$ cat config.mk
export PLATFORM = sky130hd
export DESIGN_NAME = sic_cmp
export DESIGN_NICKNAME = d
export VERILOG_FILES = /design/src/hw/rtl/sic_pkg.sv /design/src/hw/rtl/sic_cmp.sv
export SDC_FILE = /design/constraint.sdc
export NUM_CORES = 1
export LEC_CHECK = 0
export ABC_CLOCK_PERIOD_IN_PS = 4900
export BUFFER_PORTS_ARGS = -buffer_cell sky130_fd_sc_hd__buf_4
export CAP_MARGIN = 30
export CORE_AREA = 2 2 53 55
export DETAILED_ROUTE_END_ITERATION = 10
export DIE_AREA = 0 0 55 57
export PLACE_DENSITY = 0.71
export SLEW_MARGIN = 15
export SYNTH_ARGS = -nofsm -noshare
export SYNTH_HDL_FRONTEND = slang
export SYNTH_SLANG_ARGS = --single-unit
export TNS_END_PERCENT = 50
$ cat constraint.sdc
create_clock -name vclk -period 4.9
set_input_delay 0 -clock vclk [all_inputs]
set_output_delay 0 -clock vclk [all_outputs]
set_load 0.01 [all_outputs]
$ cat src/hw/rtl/sic_pkg.sv
// sic_pkg: shared constants and opcodes of the sorted itemset containment core
// no dependencies; imported by the channel interfaces and every module but sic_ram

package sic_pkg;

	// beat field widths
	localparam int OPCODE_W = 3;
	localparam int ITEM_W   = 16;
	localparam int LABEL_W  = 8;
	localparam int PIDX_W   = 6;

	// default table sizes
	localparam int MAX_PATTERNS_DEF      = 64;
	localparam int MAX_PATTERN_ITEMS_DEF = 16;

	// input opcodes
	localparam logic [OPCODE_W-1:0] OP_CLEAR     = 3'd0;
	localparam logic [OPCODE_W-1:0] OP_PAT_ITEM  = 3'd1;
	localparam logic [OPCODE_W-1:0] OP_PAT_END   = 3'd2;
	localparam logic [OPCODE_W-1:0] OP_TRANS_ITEM = 3'd3;
	localparam logic [OPCODE_W-1:0] OP_TRANS_END = 3'd4;

endpackage

$ cat src/hw/rtl/sic_cmp.sv
// sic_cmp: shared compare unit, advances one pattern tracker by one item
// depends on sic_pkg for the item width

module sic_cmp import sic_pkg::*; #(
	parameter int LW = 5
) (
	input  logic [ITEM_W-1:0] item,
	input  logic [ITEM_W-1:0] elem,
	input  logic [LW-1:0]     prog,
	input  logic              failed,
	input  logic [LW-1:0]     len,
	output logic [LW-1:0]     prog_nxt,
	output logic              failed_nxt,
	output logic              hit
);
	logic active;

	always_comb begin
		// complete or failed trackers ignore the item
		active     = !failed && (prog < len);
		prog_nxt   = prog;
		failed_nxt = failed;
		if (active) begin
			if (item == elem) begin
				prog_nxt = prog + LW'(1);
			end else if (item > elem) begin
				failed_nxt = 1'b1;
			end
		end
		hit = !failed_nxt && (prog_nxt == len);
	end
endmodule

---- Word level (Yosys, flattened, before mapping) ----
Index checks and enable logic that the tools add are counted.
word-level totals
  flip-flop bits (word level) ............. 0
  bits in latches ......................... 0
  memory bits (writable) .................. 0
  ROM bits ................................ 0
  input bits .............................. 43
  output and inout bits ................... 7
  logic and storage cells ................. 14
  memories ................................ 0
cells by class
  add/subtract/negate cells ............... 1
  multipliers ............................. 0
  div/mod/pow operators ................... 0
  $lt $le $gt $ge ......................... 2
  equal/unequal tests ..................... 2
  shifts and indexed selects .............. 0
  muxes and demuxes ....................... 5
  bitwise operators ....................... 0
  reduce and logical (&&, ||, !) cells .... 4
operators by type and width
  operator                                     count
  == test 16 bit                               1
  > comparator 16 bit                          1
  two-way mux 5 bit                            2
  adder 5 x 1 -> 5 bit, second input constant  1
  == test 5 bit                                1
  < comparator 5 bit                           1
  two-way mux 1 bit                            3
  logical AND 1 bit                            2
  zero test 1 bit                              2

---- Depth between registers and ports, before layout ----
  word-level depth ........................ 6
  mapped depth ............................ 8
  gate-level depth less buffers ........... 8

---- Least setup slack after synthesis ----
Ideal clock, no wire load.
  kind .................................... input port to output port
  start point ............................. input port elem[13]
  end point ............................... output port hit
  data arrival time ....................... 2176 ps
  data required time ...................... 4900 ps
  path slack .............................. 2724 ps
  cell stages on the path ................. 8
  path buffers ............................ 0
  path through ............................ inv_1 > ha_1 > nand4_2 > or4_4 > a2111oi_4 > nand4_1 > xnor2_1 > nor4_2
between the ends
  longest elaborated chain between the ends .. 6
  elaborated cells on any way between the ends .. 10
  classes of those cells .................. order compare: 1; eq/ne: 2; mux: 5; reduce/logical: 2
ends and longest elaborated chain
  element                line           source
  start, declared        sic_cmp.sv:8   input logic [ITEM_W-1:0] elem,
  > comparator 16 bit    sic_cmp.sv:26  end else if (item > elem) begin
  two-way mux 1 bit      sic_cmp.sv:26
  two-way mux 1 bit      sic_cmp.sv:24  if (item == elem) begin
  two-way mux 1 bit      sic_cmp.sv:23  if (active) begin
  zero test 1 bit        sic_cmp.sv:30  hit = !failed_nxt && (prog_nxt == len);
  logical AND 1 bit (*)  sic_cmp.sv:30
  end, declared          sic_cmp.sv:14  output logic hit
Every way passes the cells marked *; elsewhere a longest branch is shown, timed or not.

---- Worst setup path after layout ----
  start point ............................. input port item[13]
  end point ............................... output port hit
between the ends
  longest elaborated chain between the ends .. 6
  elaborated cells on any way between the ends .. 10
  classes of those cells .................. order compare: 1; eq/ne: 2; mux: 5; reduce/logical: 2
ends and longest elaborated chain
  element                line           source
  start, declared        sic_cmp.sv:7   input logic [ITEM_W-1:0] item,
  > comparator 16 bit    sic_cmp.sv:26
  two-way mux 1 bit      sic_cmp.sv:26
  two-way mux 1 bit      sic_cmp.sv:24
  two-way mux 1 bit      sic_cmp.sv:23
  zero test 1 bit        sic_cmp.sv:30
  logical AND 1 bit (*)  sic_cmp.sv:30
Marks and branches as above.

==> out/results.ini <==
[sta]
hold_ws_ns=0.310
worstMarginPinSlew_ns=0.557
rsz0062_at_grt=false
finalSetupViolCount=0
finalHoldViolCount=0
slew_headroom=0.629
fin_crit_sh=0.513
max_freq_ghz=0.398
fin_crit_ns=2.51
fin_tns_setup_ns=0
drv_slew=0

[floorplanning]
io_pins=50
dieWidth_um=55
die_y_um=57
core_um2=2620
num_rows=19
dieArea_um2=3140
initial_core_util=0.279

[critical_path]
max_stage_delay_ns=0.57
worstPathArrival_ns=2.51
crit_chain=buf_4 -> ha_1 -> nand4_2 -> or4_4 -> a2111oi_4 -> nand4_1 -> xnor2_1 -> nor4_2 -> buf_4
worstSetupEndpointType=output pin
cp.required_ns=4.90
critPathMostFrequentCell=buf_4
cpMaxStageDelayCell=or4_4
worstSetupPathType=in2out
startpoint_type=primary input
path_max_fanout=9

[grt]
grt_overflow=0
grt.total_usage=0.120
grt_pass1_vias=797
grt_start_max_net_pins=10
antenna_found_initial=0
grt_pass1_wl_um=3060

[logic_synthesis]
synth-seq-area-share=0
syn-cell-area_um2=729
synth_cells=96
synth_fp_nets=160
yosysWarningCount=0
syn_area_per_cell_um2=7.60
synth.distinct_cells=24

[clock_network]
post_cts_resized=0
hold_buffers=0
cts_setup_buffers=0

[hold_path]
hp-class=in2out

[final_layout]
clockBufferCount=0
antennaDiodeCount=0
drive_above_1_share=0.390
final_util=0.437
fin_nets=212
fin_cells=177
stdcell_area_um2=1140
final_cell_mix=buf_4, ha_1, inv_1, a21oi_1
flops_and_latches=0
final_common_cell=buf_4
area_growth_pct=56.8
regArea_um2=0

[detailed_routing]
drtIter0Drc=3
antenna_left=0
avgRoutedWirePerCell_um=10.3
viasPerCell=4.72
drc=0
drt-pass1-iter-count=4
dr_total_vias=835
wl_um=1830

[placement]
place_area_um2=1140
hpwl_um=1760
place.gp.congestion=0.706
port_buffers=50
dp.cells=177

[power]
irDropWorstVdd_uv=35.3
leakage_nw=0.636
powerDensity_nw_per_um2=76.4

[status]
status=completed

[job]
cap_viol_max_count=0

-- layout make-up --
class / instances / area [um2]
fill: 292 / 1470
multi-input combinational: 76 / 654
timing repair buffer: 50 / 375
inverter: 20 / 75.1
tap: 31 / 38.8
-- where the power goes --
| part | switching, mW | leakage, nW | total, mW | internal [mW] |
|---|---|---|---|---|
| clock network | 0 | 0 | 0 | 0 |
| logic | 0.0381 | 0.636 | 0.0873 | 0.0492 |
| registers | 0 | 0 | 0 | 0 |
-- synth_stat cells --
library cell / number / area share
a21o_1: 2 / 0.021
xor2_1: 6 / 0.072
nand2_1: 3 / 0.015
and3_1: 1 / 0.0086
nor3_1: 2 / 0.014
and3_2: 1 / 0.010
nor4_2: 1 / 0.017
ha_1: 21 / 0.36
nand4_1: 5 / 0.043
o211ai_1: 1 / 0.010
inv_1: 20 / 0.10
o21ai_0: 4 / 0.027
and2_2: 1 / 0.010
xnor2_1: 6 / 0.072
nor2b_1: 3 / 0.026
mux2_2: 1 / 0.015
nand3_1: 1 / 0.0069
or4_4: 1 / 0.015
a2111oi_4: 1 / 0.038
nor2_1: 1 / 0.0051
nand4_2: 1 / 0.017
a21oi_1: 11 / 0.075
o22ai_1: 1 / 0.0086
a31oi_1: 1 / 0.0086
-- routing by layer --
metal / track usage / vias to the layer above / wire (um)
met1: 0.159 / 361 / 711
li1: - / 439 / -
met4: 0 / 0 / 0
met3: 0.0131 / 0 / 162
met5: 0 / - / 0
met2: 0.218 / 35 / 954
-- final timing paths --
check	slack, ns	cells past startpoint	end	start
setup / recovery	2.39	9	hit	item[13]
hold / removal	0.31	3	prog_nxt[4]	prog[4]
-- logic make-up (layout without fill, tap and decap cells) --
family	Yosys count	after routing	synth area share
compound gates	21	21	0.189
fa+ha+maj	21	21	0.360
xor+xnor	12	12	0.144
buf+inv	20	70	0.103
mux	1	1	0.0154
simple gates	21	21	0.189
-- critical path, delay by kind of cell --
| kind | cells | cell delay (ns) |
|---|---|---|
| xor gates and xnor gates | 1 | 0.19 |
| buffers and inverters | 2 | 0.27 |
| adders and majority gates | 1 | 0.30 |
| and+or+nand+nor | 4 | 1.21 |
| AOI/OAI and AO/OA | 1 | 0.53 |
-- stage by stage --
step           power (mW)  setup WS, ns
2_1_floorplan      0.0439          2.72
3_3_place_gp       0.0854          2.49
4_1_cts            0.0889          2.38
6_report           0.0873          2.39
5_1_grt            0.0990          2.15
3_5_place_dp       0.0885          2.38
(Power assumes the default switching activity.)
